[src/design/bkpt_pkg.sv]
package bkpt_pkg;

    localparam int MAX_ENTRIES_DEF = 16;
    localparam int ID_BITS_DEF     = 16;
    localparam int PRIO_BITS_DEF   = 16;
    localparam int CAP_BITS        = 5;
    localparam int CNT_BITS        = 5;
    localparam logic [CAP_BITS-1:0] CAPACITY_RESET = 5'd10;

    typedef enum logic [1:0] {
        MODE_PUSH   = 2'd0,
        MODE_POP    = 2'd1,
        MODE_TOP    = 2'd2,
        MODE_MODIFY = 2'd3
    } t_mode;

    typedef enum logic [1:0] {
        ST_OK        = 2'd0,
        ST_EMPTY     = 2'd1,
        ST_DUPLICATE = 2'd2,
        ST_NOT_FOUND = 2'd3
    } t_status;

    typedef enum logic [2:0] {
        S_IDLE,
        S_SCAN,
        S_APPLY,
        S_INSERT,
        S_DONE
    } t_state;

endpackage

[src/design/bkpt_scan.sv]
// Sequential scan unit: folds in every slot read from the entry memory, one
// read per cycle while i_rd_en is high, and reports the top entry, the slot
// holding a given identifier and the first free slot.
module bkpt_scan #(
    parameter int MAX_ENTRIES = bkpt_pkg::MAX_ENTRIES_DEF,
    parameter int ID_BITS     = bkpt_pkg::ID_BITS_DEF,
    parameter int PRIO_BITS   = bkpt_pkg::PRIO_BITS_DEF,
    parameter int IDX_BITS    = $clog2(MAX_ENTRIES)
) (
    input  logic                 i_clk,
    input  logic                 i_rst_n,
    input  logic                 i_start,
    input  logic [ID_BITS-1:0]   i_key,
    // read data for slot i_slot, registered by the memory
    input  logic                 i_rd_en,
    input  logic [IDX_BITS-1:0]  i_slot,
    input  logic                 i_valid,
    input  logic [ID_BITS-1:0]   i_id,
    input  logic [PRIO_BITS-1:0] i_prio,
    input  logic [IDX_BITS-1:0]  i_rank,
    output logic                 o_top_found,
    output logic [IDX_BITS-1:0]  o_top_idx,
    output logic [ID_BITS-1:0]   o_top_id,
    output logic [PRIO_BITS-1:0] o_top_prio,
    output logic [IDX_BITS-1:0]  o_top_rank,
    output logic                 o_key_found,
    output logic [IDX_BITS-1:0]  o_key_idx,
    output logic [IDX_BITS-1:0]  o_key_rank,
    output logic                 o_free_found,
    output logic [IDX_BITS-1:0]  o_free_idx
);
    logic                 r_top_found, n_top_found;
    logic [IDX_BITS-1:0]  r_top_idx, n_top_idx;
    logic [ID_BITS-1:0]   r_top_id, n_top_id;
    logic [PRIO_BITS-1:0] r_top_prio, n_top_prio;
    logic [IDX_BITS-1:0]  r_top_rank, n_top_rank;
    logic                 r_key_found, n_key_found;
    logic [IDX_BITS-1:0]  r_key_idx, n_key_idx;
    logic [IDX_BITS-1:0]  r_key_rank, n_key_rank;
    logic                 r_free_found, n_free_found;
    logic [IDX_BITS-1:0]  r_free_idx, n_free_idx;

    // Fold one slot into the running results
    always_comb begin
        n_top_found  = r_top_found;
        n_top_idx    = r_top_idx;
        n_top_id     = r_top_id;
        n_top_prio   = r_top_prio;
        n_top_rank   = r_top_rank;
        n_key_found  = r_key_found;
        n_key_idx    = r_key_idx;
        n_key_rank   = r_key_rank;
        n_free_found = r_free_found;
        n_free_idx   = r_free_idx;
        if (i_start) begin
            n_top_found  = 1'b0;
            n_key_found  = 1'b0;
            n_free_found = 1'b0;
        end else if (i_rd_en) begin
            if (i_valid) begin
                if (!r_top_found || i_prio > r_top_prio ||
                    (i_prio == r_top_prio && i_rank < r_top_rank)) begin
                    n_top_found = 1'b1;
                    n_top_idx   = i_slot;
                    n_top_id    = i_id;
                    n_top_prio  = i_prio;
                    n_top_rank  = i_rank;
                end
                if (!r_key_found && i_id == i_key) begin
                    n_key_found = 1'b1;
                    n_key_idx   = i_slot;
                    n_key_rank  = i_rank;
                end
            end else if (!r_free_found) begin
                n_free_found = 1'b1;
                n_free_idx   = i_slot;
            end
        end
    end

    always_ff @(posedge i_clk) begin
        if (!i_rst_n) begin
            r_top_found  <= 1'b0;
            r_key_found  <= 1'b0;
            r_free_found <= 1'b0;
        end else begin
            r_top_found  <= n_top_found;
            r_key_found  <= n_key_found;
            r_free_found <= n_free_found;
        end
        r_top_idx  <= n_top_idx;
        r_top_id   <= n_top_id;
        r_top_prio <= n_top_prio;
        r_top_rank <= n_top_rank;
        r_key_idx  <= n_key_idx;
        r_key_rank <= n_key_rank;
        r_free_idx <= n_free_idx;
    end

    assign o_top_found  = r_top_found;
    assign o_top_idx    = r_top_idx;
    assign o_top_id     = r_top_id;
    assign o_top_prio   = r_top_prio;
    assign o_top_rank   = r_top_rank;
    assign o_key_found  = r_key_found;
    assign o_key_idx    = r_key_idx;
    assign o_key_rank   = r_key_rank;
    assign o_free_found = r_free_found;
    assign o_free_idx   = r_free_idx;

endmodule

[src/design/bounded_keyed_priority_table_core.sv]
// Bounded keyed priority table.
// Input channel (i_valid/o_ready) carries one command item: push, pop, top
// or modify, with an identifier and a priority. Output channel
// (o_valid/i_ready) returns one result item per command: status, reported
// entry, eviction flag and the entry count after the command.
// Entries live in one memory with registered reads. Each command runs a
// scan pass over all MAX_ENTRIES slots (one read per cycle) to find the top
// entry, the identifier and the first free slot. A push, pop or modify that
// changes the table then runs an update pass that, after a removal,
// rewrites age ranks slot by slot (read, modify, write back), and a final
// write for an inserted or modified entry; top, a duplicate push or an
// error ends after the scan. Capacity is written on i_cfg_we; the user
// must write it only while the block is idle, as the block itself does
// not enforce this.
// Reset empties the table at once (valid bits in flip-flops), sets the
// capacity to 10, and needs no clearing pass.
// A finished result waits in the output register while the receiver
// stalls; the next item is taken once that result is taken.
module bounded_keyed_priority_table_core #(
    parameter int MAX_ENTRIES = bkpt_pkg::MAX_ENTRIES_DEF,
    parameter int ID_BITS     = bkpt_pkg::ID_BITS_DEF,
    parameter int PRIO_BITS   = bkpt_pkg::PRIO_BITS_DEF
) (
    input  logic                          i_clk,
    input  logic                          i_rst_n,
    input  logic                          i_cfg_we,
    input  logic [bkpt_pkg::CAP_BITS-1:0] i_cfg_wdata,
    input  logic                          i_valid,
    output logic                          o_ready,
    input  logic [1:0]                    i_mode,
    input  logic [ID_BITS-1:0]            i_file_id,
    input  logic [PRIO_BITS-1:0]          i_priority_req,
    output logic                          o_valid,
    input  logic                          i_ready,
    output logic [1:0]                    o_status,
    output logic                          o_out_valid,
    output logic                          o_evicted,
    output logic [ID_BITS-1:0]            o_out_id,
    output logic [PRIO_BITS-1:0]          o_out_priority,
    output logic [bkpt_pkg::CNT_BITS-1:0] o_entry_count
);
    import bkpt_pkg::*;

    localparam int IDX_BITS = (MAX_ENTRIES > 1) ? $clog2(MAX_ENTRIES) : 1;
    localparam int SC_BITS  = IDX_BITS + 1;
    localparam int CB       = IDX_BITS + 1;
    localparam logic [SC_BITS-1:0] LAST = SC_BITS'(MAX_ENTRIES - 1);

    // entry memory: id, priority, age rank
    logic [ID_BITS-1:0]   m_id   [MAX_ENTRIES];
    logic [PRIO_BITS-1:0] m_prio [MAX_ENTRIES];
    logic [IDX_BITS-1:0]  m_rank [MAX_ENTRIES];
    logic [MAX_ENTRIES-1:0] r_vld;

    t_state               r_state, n_state;
    logic                 r_pass2, n_pass2;   // update pass after scan
    logic [SC_BITS-1:0]   r_addr, n_addr;      // issue address
    logic                 r_rd_en;
    logic [IDX_BITS-1:0]  r_rd_slot;
    logic [ID_BITS-1:0]   r_rd_id;
    logic [PRIO_BITS-1:0] r_rd_prio;
    logic [IDX_BITS-1:0]  r_rd_rank;
    logic                 rd_en;
    logic [IDX_BITS-1:0]  rd_slot;

    logic [CAP_BITS-1:0]  r_cap;
    logic [CB-1:0]        r_count, n_count;
    t_mode                r_mode;
    logic [ID_BITS-1:0]   r_key;
    logic [PRIO_BITS-1:0] r_prio;

    // update pass controls
    logic                 r_drop, n_drop;      // remove slot r_drop_idx
    logic [IDX_BITS-1:0]  r_drop_idx, n_drop_idx;
    logic [IDX_BITS-1:0]  r_drop_rank, n_drop_rank;
    logic                 r_ins, n_ins;
    logic [IDX_BITS-1:0]  r_ins_idx, n_ins_idx;

    logic                 r_ovalid_q;
    logic [1:0]           r_status, n_status;
    logic                 r_oval, n_oval;
    logic                 r_evict, n_evict;
    logic [ID_BITS-1:0]   r_oid, n_oid;
    logic [PRIO_BITS-1:0] r_oprio, n_oprio;

    logic                 top_found, key_found, free_found;
    logic [IDX_BITS-1:0]  top_idx, key_idx, free_idx;
    logic [ID_BITS-1:0]   top_id;
    logic [PRIO_BITS-1:0] top_prio;
    logic [IDX_BITS-1:0]  top_rank, key_rank;
    logic                 scan_start;
    logic [CB-1:0]        eff_cap;
    logic                 wr_en;
    logic [IDX_BITS-1:0]  wr_idx;
    logic [ID_BITS-1:0]   wr_id;
    logic [PRIO_BITS-1:0] wr_prio;
    logic [IDX_BITS-1:0]  wr_rank;
    logic                 wr_id_en, wr_prio_en;
    logic                 accept;

    assign accept  = i_valid && o_ready;
    assign o_ready = (r_state == S_IDLE) && !r_ovalid_q;

    // clamp capacity to 1..MAX_ENTRIES
    always_comb begin
        if (r_cap == '0) begin
            eff_cap = CB'(1);
        end else if ({{CB{1'b0}}, r_cap} > (CB + CAP_BITS)'(MAX_ENTRIES)) begin
            eff_cap = CB'(MAX_ENTRIES);
        end else begin
            eff_cap = CB'(r_cap);
        end
    end

    assign rd_en   = (r_state == S_SCAN) && (r_addr <= LAST);
    assign rd_slot = r_addr[IDX_BITS-1:0];

    // memory read port, registered
    always_ff @(posedge i_clk) begin
        r_rd_id   <= m_id[rd_slot];
        r_rd_prio <= m_prio[rd_slot];
        r_rd_rank <= m_rank[rd_slot];
        r_rd_slot <= rd_slot;
    end

    always_ff @(posedge i_clk) begin
        if (!i_rst_n) begin
            r_rd_en <= 1'b0;
        end else begin
            r_rd_en <= rd_en;
        end
    end

    assign scan_start = accept;

    bkpt_scan #(
        .MAX_ENTRIES (MAX_ENTRIES),
        .ID_BITS     (ID_BITS),
        .PRIO_BITS   (PRIO_BITS),
        .IDX_BITS    (IDX_BITS)
    ) u_scan (
        .i_clk        (i_clk),
        .i_rst_n      (i_rst_n),
        .i_start      (scan_start),
        .i_key        (r_key),
        .i_rd_en      (r_rd_en && !r_pass2),
        .i_slot       (r_rd_slot),
        .i_valid      (r_vld[r_rd_slot]),
        .i_id         (r_rd_id),
        .i_prio       (r_rd_prio),
        .i_rank       (r_rd_rank),
        .o_top_found  (top_found),
        .o_top_idx    (top_idx),
        .o_top_id     (top_id),
        .o_top_prio   (top_prio),
        .o_top_rank   (top_rank),
        .o_key_found  (key_found),
        .o_key_idx    (key_idx),
        .o_key_rank   (key_rank),
        .o_free_found (free_found),
        .o_free_idx   (free_idx)
    );

    // Sequencer: scan pass, decide, update pass, final write
    always_comb begin
        n_state     = r_state;
        n_pass2     = r_pass2;
        n_addr      = r_addr;
        n_count     = r_count;
        n_drop      = r_drop;
        n_drop_idx  = r_drop_idx;
        n_drop_rank = r_drop_rank;
        n_ins       = r_ins;
        n_ins_idx   = r_ins_idx;
        n_status    = r_status;
        n_oval      = r_oval;
        n_evict     = r_evict;
        n_oid       = r_oid;
        n_oprio     = r_oprio;
        wr_en       = 1'b0;
        wr_idx      = r_rd_slot;
        wr_id       = r_key;
        wr_prio     = r_prio;
        wr_rank     = r_rd_rank;
        wr_id_en    = 1'b0;
        wr_prio_en  = 1'b0;
        case (r_state)
            S_IDLE: begin
                if (accept) begin
                    n_state  = S_SCAN;
                    n_pass2  = 1'b0;
                    n_addr   = '0;
                    n_status = ST_OK;
                    n_oval   = 1'b0;
                    n_evict  = 1'b0;
                    n_oid    = '0;
                    n_oprio  = '0;
                    n_drop   = 1'b0;
                    n_ins    = 1'b0;
                end
            end
            S_SCAN: begin
                if (r_addr <= LAST) begin
                    n_addr = r_addr + 1'b1;
                end
                // rank rewrite during the update pass
                if (r_pass2 && r_rd_en && r_drop && r_vld[r_rd_slot] &&
                    r_rd_slot != r_drop_idx && r_rd_rank > r_drop_rank) begin
                    wr_en   = 1'b1;
                    wr_rank = r_rd_rank - 1'b1;
                end
                if (!rd_en && !r_rd_en) begin
                    n_state = r_pass2 ? S_INSERT : S_APPLY;
                end
            end
            S_APPLY: begin
                n_state = S_SCAN;
                n_pass2 = 1'b1;
                n_addr  = '0;
                case (r_mode)
                    MODE_PUSH: begin
                        if (key_found) begin
                            n_status = ST_DUPLICATE;
                            n_state  = S_DONE;
                        end else begin
                            n_ins = 1'b1;
                            if (r_count >= eff_cap && top_found) begin
                                n_oval      = 1'b1;
                                n_evict     = 1'b1;
                                n_oid       = top_id;
                                n_oprio     = top_prio;
                                n_drop      = 1'b1;
                                n_drop_idx  = top_idx;
                                n_drop_rank = top_rank;
                                n_count     = r_count - 1'b1;
                                n_ins_idx   = top_idx;
                            end else begin
                                n_ins_idx = free_idx;
                                n_ins     = free_found;
                            end
                        end
                    end
                    MODE_POP, MODE_TOP: begin
                        if (!top_found) begin
                            n_status = ST_EMPTY;
                            n_state  = S_DONE;
                        end else begin
                            n_oval  = 1'b1;
                            n_oid   = top_id;
                            n_oprio = top_prio;
                            if (r_mode == MODE_POP) begin
                                n_drop      = 1'b1;
                                n_drop_idx  = top_idx;
                                n_drop_rank = top_rank;
                                n_count     = r_count - 1'b1;
                            end else begin
                                n_state = S_DONE;
                            end
                        end
                    end
                    MODE_MODIFY: begin
                        if (r_count == '0) begin
                            n_status = ST_EMPTY;
                            n_state  = S_DONE;
                        end else if (!key_found) begin
                            n_status = ST_NOT_FOUND;
                            n_state  = S_DONE;
                        end else begin
                            n_drop      = 1'b1;
                            n_drop_idx  = key_idx;
                            n_drop_rank = key_rank;
                            n_ins       = 1'b1;
                            n_ins_idx   = key_idx;
                            n_count     = r_count - 1'b1;
                        end
                    end
                    default: begin
                        n_state = S_DONE;
                    end
                endcase
            end
            S_INSERT: begin
                if (r_ins) begin
                    wr_en      = 1'b1;
                    wr_idx     = r_ins_idx;
                    wr_rank    = r_count[IDX_BITS-1:0];
                    wr_prio_en = 1'b1;
                    wr_id_en   = (r_mode == MODE_PUSH);
                    n_count    = r_count + 1'b1;
                end
                n_state = S_DONE;
            end
            S_DONE: begin
                n_state = S_IDLE;
            end
            default: begin
                n_state = S_IDLE;
            end
        endcase
    end

    // memory writes
    always_ff @(posedge i_clk) begin
        if (wr_en) begin
            m_rank[wr_idx] <= wr_rank;
            if (wr_prio_en) begin
                m_prio[wr_idx] <= wr_prio;
            end
            if (wr_id_en) begin
                m_id[wr_idx] <= wr_id;
            end
        end
    end

    // control registers
    always_ff @(posedge i_clk) begin
        if (!i_rst_n) begin
            r_state    <= S_IDLE;
            r_pass2    <= 1'b0;
            r_addr     <= '0;
            r_count    <= '0;
            r_vld      <= '0;
            r_cap      <= CAPACITY_RESET;
            r_ovalid_q <= 1'b0;
            r_drop     <= 1'b0;
            r_ins      <= 1'b0;
        end else begin
            r_state <= n_state;
            r_pass2 <= n_pass2;
            r_addr  <= n_addr;
            r_count <= n_count;
            r_drop  <= n_drop;
            r_ins   <= n_ins;
            if (i_cfg_we) begin
                r_cap <= i_cfg_wdata;
            end
            // drop the removed slot once the update pass ends
            if (r_state == S_SCAN && n_state == S_INSERT && r_drop) begin
                r_vld[r_drop_idx] <= 1'b0;
            end
            if (r_state == S_INSERT && r_ins) begin
                r_vld[r_ins_idx] <= 1'b1;
            end
            if (r_state == S_DONE) begin
                r_ovalid_q <= 1'b1;
            end else if (r_ovalid_q && i_ready) begin
                r_ovalid_q <= 1'b0;
            end
        end
    end

    // payload registers
    always_ff @(posedge i_clk) begin
        if (accept) begin
            r_mode <= t_mode'(i_mode);
            r_key  <= i_file_id;
            r_prio <= i_priority_req;
        end
        r_drop_idx  <= n_drop_idx;
        r_drop_rank <= n_drop_rank;
        r_ins_idx   <= n_ins_idx;
        r_status    <= n_status;
        r_oval      <= n_oval;
        r_evict     <= n_evict;
        r_oid       <= n_oid;
        r_oprio     <= n_oprio;
    end

    assign o_valid        = r_ovalid_q;
    assign o_status       = r_status;
    assign o_out_valid    = r_oval;
    assign o_evicted      = r_evict;
    assign o_out_id       = r_oid;
    assign o_out_priority = r_oprio;
    assign o_entry_count  = CNT_BITS'(r_count);

    // count never exceeds the number of slots
    a_count_range: assert property (@(posedge i_clk) disable iff (!i_rst_n)
        r_count <= CB'(MAX_ENTRIES))
        else $error("entry count out of range");

    // no new item while a result waits
    a_no_accept_busy: assert property (@(posedge i_clk) disable iff (!i_rst_n)
        o_valid |-> !o_ready)
        else $error("accept while result pending");

    // an eviction always reports an entry
    a_evict_reports: assert property (@(posedge i_clk) disable iff (!i_rst_n)
        (o_valid && o_evicted) |-> (o_out_valid && o_status == ST_OK))
        else $error("eviction without entry");

    // count matches valid bits when idle
    a_count_vld: assert property (@(posedge i_clk) disable iff (!i_rst_n)
        (r_state == S_IDLE) |-> ($countones(r_vld) == int'(r_count)))
        else $error("count and valid bits disagree");

endmodule
[config.mk]
export PLATFORM = sky130hd
export DESIGN_NAME = bounded_keyed_priority_table_core
export DESIGN_NICKNAME = d
export VERILOG_FILES = /design/src/design/bkpt_pkg.sv /design/src/design/bkpt_scan.sv /design/src/design/bounded_keyed_priority_table_core.sv
export SDC_FILE = /design/constraint.sdc
export NUM_CORES = 1
export LEC_CHECK = 0
export ABC_AREA = 1
export BUFFER_PORTS_ARGS = -buffer_cell sky130_fd_sc_hd__buf_2
export CAP_MARGIN = 10
export CORE_ASPECT_RATIO = 1.2
export CORE_UTILIZATION = 62
export DETAILED_ROUTE_END_ITERATION = 10
export PLACE_DENSITY = 0.89
export REMOVE_ABC_BUFFERS = 1
export SLEW_MARGIN = 40
export SYNTH_ARGS = -nofsm -noshare
export SYNTH_HDL_FRONTEND = slang
export SYNTH_HIERARCHICAL = 1
export SYNTH_SLANG_ARGS = --single-unit
export TNS_END_PERCENT = 30
[constraint.sdc]
create_clock -name i_clk -period 3.7 [get_ports i_clk]
set_input_delay 0.37 -clock i_clk [delete_from_list [all_inputs] [get_ports i_clk]]
set_output_delay 0.37 -clock i_clk [all_outputs]
set_load 0.005 [all_outputs]
Word level (Yosys, flattened, before mapping)
Memory sizes are Yosys's and may differ from the RTL's. A register that Yosys moved wholly into a read port is not among the register bits.
Cells that the tools add are included.
{"block": "totals", "inputBits": 44, "mem_bits_rw": 576, "mem_count": 3, "ff_bits": 180}
{"block": "op_classes", "order_cmp": 11, "n_eq_ne": 34, "n_bitwise": 7, "n_mux": 108, "n_addsub": 4, "reduce_logical": 54}
{"name": "m_id", "words": 16, "word_bits": 16, "rd": 1, "rd_clocked_by_memory_dff": 1, "write_ports": 1, "line": "bounded_keyed_priority_table_core.sv:50", "source": "logic [ID_BITS-1:0] m_id [MAX_ENTRIES];"}
{"name": "m_prio", "words": 16, "word_bits": 16, "rd": 1, "rd_clocked_by_memory_dff": 1, "write_ports": 1, "line": "bounded_keyed_priority_table_core.sv:51", "source": "logic [PRIO_BITS-1:0] m_prio [MAX_ENTRIES];"}
{"name": "m_rank", "words": 16, "word_bits": 4, "rd": 1, "rd_clocked_by_memory_dff": 1, "write_ports": 1, "line": "bounded_keyed_priority_table_core.sv:52", "source": "logic [IDX_BITS-1:0] m_rank [MAX_ENTRIES];"}
{"operator": "2-to-1 mux 16 bit", "count": 10}
{"operator": "case mux 16 bit (2 select lines)", "count": 4}
{"operator": "2-to-1 mux 4 bit", "count": 18}
{"operator": "2-to-1 mux 5 bit", "count": 11}
{"operator": "== test 16 bit", "count": 2}
{"operator": "2-to-1 mux 1 bit", "count": 30}
{"operator": "case mux 5 bit (3 select lines)", "count": 2}
{"operator": "case mux 4 bit (3 select lines)", "count": 2}
{"operator": "2-to-1 mux 3 bit", "count": 7}
{"operator": "!= test 2 bit (second input constant)", "count": 10}
{"operator": "logical AND 1 bit", "count": 19}
{"operator": "!= test 3 bit (second input constant)", "count": 6}
{"operator": "bitwise AND 16 bit", "count": 1}
{"operator": "> comparator 16 bit", "count": 1}
{"operator": "NOT 16 bit", "count": 1}
{"operator": "bitwise OR 16 bit", "count": 1}
{"operator": "case mux 1 bit (2 select lines)", "count": 8}
{"operator": "case mux 4 bit (2 select lines)", "count": 2}
{"operator": "AND reduction 8 bit", "count": 2}
{"operator": "less-than comparator 4 x 5 -> 1 bit (second input constant)", "count": 3}
{"operator": "AND reduction 5 bit", "count": 3}
{"operator": "!= test 3 x 2 -> 1 bit (second input constant)", "count": 4}
{"operator": "case mux 3 bit (4 select lines)", "count": 1}
{"operator": "AND reduction 4 bit", "count": 3}
{"operator": "38 further kinds", "count": 67}

Logic depth before layout (Yosys ltp)
{"block": "depth", "ltp_word": 13, "ltp_mapped": 14, "ltp_nobuf": 14}

Hierarchy
Netlist, hierarchy kept.
{"mod": "bounded_keyed_priority_table_core", "cells_each": 2213, "n_inst": 1, "seq_area_each_um2": 21340.5, "area_each_um2": 29305.6}
{"mod": "bkpt_scan", "cells_each": 201, "n_inst": 1, "seq_area_each_um2": 1621.6, "area_each_um2": 2443.6}

Least setup slack after synthesis
OpenSTA, ideal clock, no wires.
{"block": "synth_path", "path_kind": "reg-to-reg", "startpoint": "reg r_state[0]", "endpoint": "reg r_oid[0] (netlist: o_out_id[0]) (enable)", "path_buffers": 0, "slack_ns": 0.880, "setup_ns": 0.391, "stages_incl_launch_ff": 6, "arrival_time_ns": 2.429, "cell_sequence": "dfxtp_1 > nor2_2 > nand2_1 > nor3_4 > inv_2 > nand2_1"}
{"block": "synth_via", "elab_chain_cells": 5}
{"item": "start, declared", "line": "bounded_keyed_priority_table_core.sv:55", "source": "t_state r_state, n_state;"}
{"item": "start signal, assigned", "line": "bounded_keyed_priority_table_core.sv:328", "source": "r_state <= n_state;"}
{"item": "logical NOT 3 bit", "line": "bounded_keyed_priority_table_core.sv:102", "source": "assign o_ready = (r_state == S_IDLE) && !r_ovalid_q;"}
{"item": "logical AND 1 bit", "line": "bounded_keyed_priority_table_core.sv:102"}
{"item": "logical AND 1 bit", "line": "bounded_keyed_priority_table_core.sv:101", "source": "assign accept = i_valid && o_ready;"}
{"item": "net accept", "line": "bounded_keyed_priority_table_core.sv:99", "source": "logic accept;"}
{"item": "!= test 2 bit (no line)"}
{"item": "AND reduction 6 bit (no line)"}
{"item": "end signal, assigned", "line": "bounded_keyed_priority_table_core.sv:365", "source": "r_oid <= n_oid;"}
{"item": "end, declared", "line": "bounded_keyed_priority_table_core.sv:83", "source": "logic [ID_BITS-1:0] r_oid, n_oid;"}
The timed path passes the listed nets, and every way through them passes these cells.
A chain may end at the register's enable or synchronous reset.

Worst setup path after layout
{"block": "layout_path", "startpoint": "reg r_rd_slot[0]", "endpoint": "reg u_scan.r_key_idx[1] (netlist: u_scan/o_key_idx[1]) (enable)"}
{"block": "layout_via", "elab_chain_cells": 3}
{"item": "start, declared", "line": "bounded_keyed_priority_table_core.sv:59", "source": "logic [IDX_BITS-1:0] r_rd_slot;"}
{"item": "start signal, assigned", "line": "bounded_keyed_priority_table_core.sv:123", "source": "r_rd_slot <= rd_slot;"}
{"item": "binary-select mux 1 bit (select 4 bit)", "line": "bounded_keyed_priority_table_core.sv:148", "source": ".i_valid (r_vld[r_rd_slot]),"}
{"item": "2-to-1 mux 1 bit (implied by the code)", "line": "bounded_keyed_priority_table_core.sv:148"}
{"item": "AND reduction 4 bit (no line)"}
{"item": "end signal, assigned", "line": "bkpt_scan.sv:95", "source": "r_key_idx <= n_key_idx;"}
{"item": "end, declared", "line": "bkpt_scan.sv:38", "source": "logic [IDX_BITS-1:0] r_key_idx, n_key_idx;"}
Every way passes these cells. The select of a mux whose other input is x is not followed.

==> reports/metrics.yaml <==
outcome:
  status: "finished clean"
power:
  irDropWorstVdd_v: 0.000425
  power_uw: 19500
  p_per_area_nw_per_um2: 545
  leakagePower_uw: 0.0124
logic_synthesis:
  synth.avg_cell_area_sq_um: 13.2
  ys_ff_latch: 792
  syn-cell-area_sq_um: 31700
  syn_inst: 2414
  seq_area_frac_synth: 0.723
  ys_warn_count: 6
  ys_types: 46
clocking:
  ctsResizeCount: 0
  clock_sinks: 792
  clk_path_buf_depth: 3
  cts_hold_buf: 39
  clk_pin_slew_ps: 70
  root_buffer: "clkbuf_16"
  cts_tree: "done"
  cts_made_buffers: 75
  cts_htree_levels: 3
  clkLatencyLatePin_ps: 640
  post_cts_buffers: 0
layout:
  stdcell_area_sq_um: 35900
  n_antenna_cell: 0
  area_growth_pct: 12.9
  finalNonFillerCells: 3240
  layout_commonest_cell: "edfxtp_1"
  layout.cells.most_common_list: "710 x edfxtp_1, 329 x nor2_1, 230 x nand2_1"
  final_util: 0.711
  nNetsFinal: 2619
  drive_gt1_frac: 0.123
sta:
  setup_viol: 0
  final-max-slew-violation-count: 0
  setup_slack_ps: 671
  relSlewSlack: 0.422
  rsz0062_at_grt: "false"
  tightest_slew_ps: 862
  fmax_mhz: 330
  period_needed_ps: 3030
  finalCritPeriodShare: 0.819
  fin_skew_ps: 31.4
  finalHoldViolations: 0
critical_path:
  critPathCapture: "u_scan/o_key_idx[1]"
  slowest_stage: "dfxtp_1"
  required_ps: 3950
  rr_worst_depth: 12
  cp_common_cell: "nand3_1"
  r2r_start: "r_rd_slot[0]"
  ff2ff_setup_slack_ps: 670
  endpoint_kind: "flip-flop"
  worstPathArrival_ps: 3280
  crit_chain: "inv_2 > nand2_1 > nand3_1 > nand3_1 > nand3_1 > nand2_2 > nand2_1 > nor2_1 > nand4_1 > nor2_1 > nand3_1 > nor2_2"
  cp-startpoint: "r_rd_slot[0]"
  crit_type: "flip-flop to flip-flop"
  crit_fanout: 14
  critPathMaxStageDelay_ps: 680
  critPathLaunchType: "flip-flop"
  r2r_end: "u_scan/o_key_idx[1]"
place:
  io_buffers: 86
  detailedPlace.worstSlack_ps: 640
  place.detailed.hpwl_um: 42900
  dp.cells: 3064
  place_area_sq_um: 32900
  gp_routability_congestion: 0.930
worst_hold_path:
  hold_path.class: "primary input to flip-flop"
  holdPathStages: 3
grt:
  grt_pass1_vias: 21587
  grt_usage: 0.316
  gr-total-overflow: 0
  grt_max_degree: 153
  grt_pass1_wl_um: 123000
  antenna_found_initial: 0
routing:
  drc: 0
  drtIter0Drc: 2841
  via_per_inst: 6.61
  wirelength_um: 82200
  ant_nets: 0
  wl_per_cell_um: 25.4
  drtPass1Iterations: 6
  vias: 21430
floorplanning:
  coreArea_sq_um: 50400
  dieWidth_um: 209
  die_area_sq_um: 52100
  boundaryPins: 87
  start_util: 0.629
  core.rowCount: 90
  die_h_um: 250
job:
  cap_violations: 0
kinds of logic after synthesis:
| kind of cell | Yosys count | share of synthesized area |
|---|---|---|
| AOI/OAI and AO/OA | 430 | 0.0877 |
| muxes | 115 | 0.0363 |
| and+or+nand+nor | 732 | 0.0952 |
| xor gates and xnor gates | 14 | 0.00386 |
| adders and majority gates | 39 | 0.0156 |
| buffers and inverters | 292 | 0.0381 |
| DFF | 792 | 0.723 |
synthesized netlist by cell type, drive strengths merged:
| cell type | instances | area, sq um |
|---|---|---|
| o221ai | 115 | 1010 |
| fa | 1 | 20.0 |
| a2111oi | 1 | 8.76 |
| o21ai | 182 | 915 |
| buf | 50 | 303 |
| o22ai | 7 | 43.8 |
| nor3 | 15 | 113 |
| nand2 | 233 | 877 |
| edfxtp | 710 | 21300 |
| ha | 38 | 475 |
| and2 | 2 | 13.8 |
| o32ai | 24 | 210 |
| nand4 | 9 | 62.6 |
| o211ai | 25 | 188 |
| a21o | 1 | 8.76 |
| xnor2 | 7 | 61.3 |
| a211oi | 2 | 15.0 |
| a21oi | 68 | 348 |
| o21bai | 2 | 18.8 |
| a22oi | 3 | 22.5 |
| nor2 | 357 | 1360 |
| clkbuf | 77 | 289 |
| xor2 | 7 | 61.3 |
| inv | 163 | 612 |
| nor2b | 1 | 6.26 |
| mux2i | 115 | 1150 |
| clkinv | 2 | 7.51 |
| dfxtp | 82 | 1640 |
| nand3 | 114 | 581 |
| nor4 | 1 | 6.26 |
power breakdown:
group / internal (uW) / switching, uW / leakage [uW]
combinational: 431 / 878 / 0.00406
clock: 4630 / 3420 / 0.00125
sequential: 9960 / 230 / 0.00712
total: 15000 / 4530 / 0.0124
stage by stage:
step	hold slack, ps	setup TNS [ps]
after global routing	64.4	0
final	38.2	0
after detailed placement	420	0
after floorplan	408	-462950
after CTS	10.3	0
after global placement	415	0
layout make-up:
type	instances	area [sq um]
clock inverter	49	584
multi-input combinational	1330	7650
sequential	792	23000
tap	644	806
fill	2936	14600
timing repair buffer	172	1250
clock buffer	88	1970
inverter	165	626
routing by layer:
| layer | global-route usage | up-vias | part of all wire |
|---|---|---|---|
| met5 | 0 | - | 0 |
| met4 | 0.184 | 0 | 0.056 |
| met3 | 0.0673 | 321 | 0.12 |
| met2 | 0.521 | 1770 | 0.49 |
| met1 | 0.388 | 10263 | 0.33 |
| li1 | - | 9076 | - |
critical path, delay by kind of cell (launching register included):
kind                   cells  cell delay (ps)
buffers and inverters      1              180
flip-flops                 1              680
AND/OR/NAND/NOR           11             1790
worst min path at each step:
stage                  from                   end
2_1_floorplan   r_rd_id[13]   u_scan/o_top_id[13]
3_3_place_gp   r_rd_prio[0]  u_scan/o_top_prio[0]
3_5_place_dp     r_rd_id[5]    u_scan/o_top_id[5]
4_1_cts            i_cfg_we              r_cap[1]
5_1_grt            i_cfg_we              r_cap[1]
6_report           i_cfg_we              r_cap[3]
state kept, by name, indices dropped and copies added (netlist names), 5 cells and up:
signal             count
r_vld                 16
u_scan/o_top_prio     16
o_out_priority        16
r_prio                16
r_addr                 5
r_key                 16
o_entry_count          5
m_rank                64
u_scan/o_top_id       16
r_rd_prio             16
r_cap                  5
m_id                 256
r_rd_id               16
m_prio               256
o_out_id              16
No activity file was read; power rests on OpenSTA's default activity.
